[src/rtl/mersenne_twister_generator_defines.svh]
// Assertion macros shared by the RTL.
`ifndef MERSENNE_TWISTER_GENERATOR_DEFINES_SVH
`define MERSENNE_TWISTER_GENERATOR_DEFINES_SVH

`ifndef ASSERT_OFF
// Same-cycle implication, disabled while reset is held.
`define MT_ASSERT_IMPL(lbl, clk, rst_n, ante, cons, msg) \
  lbl: assert property (@(posedge clk) disable iff (!rst_n) (ante) |-> (cons)) else $error(msg);
// Next-cycle implication, disabled while reset is held.
`define MT_ASSERT_NEXT(lbl, clk, rst_n, ante, cons, msg) \
  lbl: assert property (@(posedge clk) disable iff (!rst_n) (ante) |=> (cons)) else $error(msg);
`else
`define MT_ASSERT_IMPL(lbl, clk, rst_n, ante, cons, msg)
`define MT_ASSERT_NEXT(lbl, clk, rst_n, ante, cons, msg)
`endif

`endif

[src/rtl/mt_pkg.sv]
`default_nettype none

package mt_pkg;

  localparam int N     = 624;
  localparam int M     = 397;
  localparam int IDX_W = 10;

  typedef logic [31:0]      word_t;
  typedef logic [IDX_W-1:0] idx_t;

  localparam idx_t LAST_IDX  = idx_t'(N - 1);
  localparam idx_t M_OFS     = idx_t'(M);
  localparam idx_t WRAP_OFS  = idx_t'(N - M);
  localparam idx_t IDX_DEPTH = idx_t'(N);

  localparam word_t SEED_MUL = 32'd1812433253;
  localparam word_t MATRIX_A = 32'h9908_B0DF;
  localparam word_t TEMPER_B = 32'h9D2C_5680;
  localparam word_t TEMPER_C = 32'hEFC6_0000;

  typedef enum logic [1:0] {
    ALU_SEED   = 2'd0,
    ALU_TWIST  = 2'd1,
    ALU_TEMPER = 2'd2
  } alu_op_t;

  // request to the shared arithmetic unit
  typedef struct packed {
    alu_op_t op;
    word_t   a;
    word_t   b;
    word_t   c;
    idx_t    idx;
  } alu_req_t;

  // state memory write port
  typedef struct packed {
    logic  en;
    idx_t  addr;
    word_t data;
  } ram_wr_t;

endpackage

`default_nettype wire

[src/rtl/mt_alu.sv]
`default_nettype none

// Shared arithmetic unit: seed recurrence step, one-word twist, tempering.
module mt_alu (
  input  mt_pkg::alu_req_t req,
  output mt_pkg::word_t    res
);
  import mt_pkg::*;

  word_t x;
  word_t prod;
  word_t y;
  word_t t1;
  word_t t2;
  word_t t3;

  always_comb begin
    x    = req.a ^ (req.a >> 30);
    prod = x * SEED_MUL;
    // top bit of word k, low 31 bits of word k+1
    y    = {req.a[31], req.b[30:0]};
    t1   = req.a ^ (req.a >> 11);
    t2   = t1 ^ ((t1 << 7) & TEMPER_B);
    t3   = t2 ^ ((t2 << 15) & TEMPER_C);
    case (req.op)
      ALU_SEED:   res = prod + {{(32-IDX_W){1'b0}}, req.idx};
      ALU_TWIST:  res = req.c ^ (y >> 1) ^ (y[0] ? MATRIX_A : '0);
      ALU_TEMPER: res = t3 ^ (t3 >> 18);
      default:    res = '0;
    endcase
  end

endmodule

`default_nettype wire

[config.mk]
export PLATFORM = sky130hd
export DESIGN_NAME = mt_alu
export DESIGN_NICKNAME = d
export VERILOG_FILES = /design/src/rtl/mersenne_twister_generator_defines.svh /design/src/rtl/mt_pkg.sv /design/src/rtl/mt_alu.sv
export SDC_FILE = /design/constraint.sdc
export NUM_CORES = 1
export LEC_CHECK = 0
export BUFFER_PORTS_ARGS = -buffer_cell sky130_fd_sc_hd__buf_2
export CAP_MARGIN = 0
export CORE_ASPECT_RATIO = 1.4
export CORE_UTILIZATION = 40
export DETAILED_ROUTE_END_ITERATION = 12
export PLACE_DENSITY_LB_ADDON = 0.05
export SLEW_MARGIN = 40
export SYNTH_ARGS = -nofsm -noshare
export SYNTH_HDL_FRONTEND = slang
export SYNTH_SLANG_ARGS = --single-unit
[constraint.sdc]
create_clock -name vclk -period 10.11
set_input_delay 1.011 -clock vclk [all_inputs]
set_output_delay 1.011 -clock vclk [all_outputs]
set_load 0.05 [all_outputs]
==> impl_metrics.py <==
metrics = {
    "floorplan": {
        "die_x_um": 135,
        "die-area_mm2": 0.0252,
        "coreArea_mm2": 0.0241,
        "rows": 67,
        "initial_core_util": 0.409,
        "ioPinCount": 140,
        "die_y_um": 188,
    },
    "timing": {
        "min_period_over_period": 0.881,
        "max_freq_mhz": 112,
        "worst_slew_pin_slew_ns": 0.697,
        "setup_tns_ns": 0,
        "max-slew-margin-rel": 0.535,
        "hold_violations": 0,
        "period_needed_ns": 8.90,
        "rsz0062_at_grt": "no",
        "setup_viol_count_final": 0,
        "report.final.slew_viol_count": 0,
    },
    "synthesis": {
        "synth_mux_area_frac": 0.00305,
        "syn_nets": 1558,
        "synth_top_family_by_area": "adder cells",
        "synth_compound_area_frac": 0.0909,
        "syn_area_per_cell_um2": 9.28,
        "ys_seq_area_frac": 0,
        "netlist.area_leader.share": 0.311,
        "ys.warnings.count": 0,
        "synth_area_leader_cell": "fa_1",
        "synth_adder_area_share": 0.613,
        "yosys.area_share.simple": 0.0416,
        "synthMostInstantiatedCell": "inv_1",
        "synth_area_leaders": "fa_1 (31%), ha_1 (30%), inv_1 (10%)",
        "synthXorXnorAreaFrac": 0.144,
        "synthesis.area_mm2": 0.00984,
        "synthDistinctLibCells": 48,
        "synthTopCellsByCount": "inv_1 (262), ha_1 (237), fa_1 (153)",
        "syn_inst": 1060,
    },
    "global_route": {
        "grt_antenna_before_repair": 0,
        "grt_pass1_wl_mm": 43.3,
        "overflow": 0,
        "grt_start_max_net_pins": 63,
        "grt_pass1_vias": 7900,
        "gr-usage-all-layers": 0.228,
    },
    "setup_path": {
        "critPathLaunch": "req[104]",
        "critPathSlowestCell": "fa_1",
        "end_kind": "output pin",
        "cp_max_fo": 7,
        "worstPathRequired_ns": 9.10,
        "startpoint_type": "input port",
        "crit_type": "input port to output pin",
        "crit_top_cell": "fa_1",
        "max_stage_delay_ns": 0.51,
        "worstPathArrival_ns": 7.89,
        "crit_path_end": "res[27]",
    },
    "finish": {
        "seqCellArea_um2": 0,
        "seq_cell_count": 0,
        "final.clkbuf_count": 0,
        "drive_above_1_share": 0.130,
        "diodes": 0,
        "nets": 1684,
        "areaGrowthSynthToFinish_pct": 10.6,
        "stdcell_count": 1494,
        "num-fill-cells": 2413,
    },
    "hold_path": {
        "hp-class": "input port to output pin",
    },
    "cts": {
        "holdBufCountCts": 0,
        "cts_resized": 0,
        "cts_setup_buffers": 0,
    },
    "detailed_routing": {
        "drc": 0,
        "drt-initial-drc-count": 235,
        "drtPass1Iterations": 4,
        "wl_per_cell_um": 18.6,
        "via_count": 7369,
        "totalWireLength_mm": 27.8,
        "drtAntennaViolNets": 0,
        "via_per_inst": 4.93,
    },
    "job": {
        "drv_cap": 0,
    },
    "place": {
        "gp_congestion": 0.859,
        "port_buffers": 139,
        "place_inst": 1494,
        "dp_hpwl_mm": 23.8,
    },
    "run_status": {
        "status": "complete, no violations",
    },
}
==> routing by layer <==
metal	vias to the layer above	wire length [um]	track usage
met5	-	0	0
met4	0	599	0.0372
met3	20	733	0.00433
met2	156	15200	0.448
met1	3564	11200	0.275
li1	3629	-	-
==> worst min-delay path by stage <==
stage | start | endpoint | slack, ns | cells past startpoint
2_1_floorplan | req[33] | res[23] | 2.40 | 3
3_3_place_gp | req[22] | res[12] | 2.48 | 4
3_5_place_dp | req[18] | res[8] | 2.48 | 4
4_1_cts | req[18] | res[8] | 2.49 | 4
5_1_grt | req[28] | res[18] | 2.50 | 4
6_report | req[22] | res[12] | 2.48 | 4
==> final cells by class <==
| cell class | count | area (um2) | area share |
|---|---|---|---|
| timing repair buffer | 144 | 733 | 0.0674 |
| tap | 310 | 388 | 0.0356 |
| multi-input combinational | 778 | 8780 | 0.807 |
| inverter | 262 | 983 | 0.0904 |
==> through the flow <==
step | util | instance area, um2 | setup slack, ns | hold WS (ns)
2_1_floorplan | - | 9840 | 1.69 | 2.40
3_3_place_gp | 0.452 | 10900 | 1.23 | 2.48
3_5_place_dp | 0.452 | 10900 | 1.20 | 2.48
4_1_cts | 0.452 | 10900 | 1.18 | 2.49
5_1_grt | 0.452 | 10900 | 0.836 | 2.50
6_report | 0.452 | 10900 | 1.21 | 2.48
==> cells in the final DEF, fill, tap and decap left out, types with 5 or more instances in the layout <==
| cell | count |
|---|---|
| ha_1 | 237 |
| buf_2 | 139 |
| inv_1 | 262 |
| o21ai_0 | 23 |
| xnor2_1 | 110 |
| xor2_1 | 46 |
| o22ai_1 | 19 |
| nor3_1 | 6 |
| o21a_1 | 6 |
| fa_1 | 153 |
| a211oi_1 | 5 |
| nand2_1 | 23 |
| and2_1 | 6 |
| buf_4 | 5 |
| nand4_1 | 6 |
| nor2_1 | 24 |
| a21oi_1 | 35 |
| o21ai_1 | 12 |
| a21o_1 | 14 |
==> kinds of logic after synthesis <==
group	Yosys count
fa+ha+maj	390
xor+xnor	159
compound gates	142
simple gates	84
mux	3
buf+inv	282
==> worst max-delay path, delay by kind of cell <==
kind	cells	cell delay [ns]
xor gates and xnor gates	2	0.41
buffers and inverters	8	1.07
and+or+nand+nor	1	0.30
adders and majority gates	9	3.38
AOI/OAI and AO/OA	8	1.70
Power is left out: the tool's default activity adds up to more than one toggle a clock period on the data nets, which glitch-free logic cannot reach.
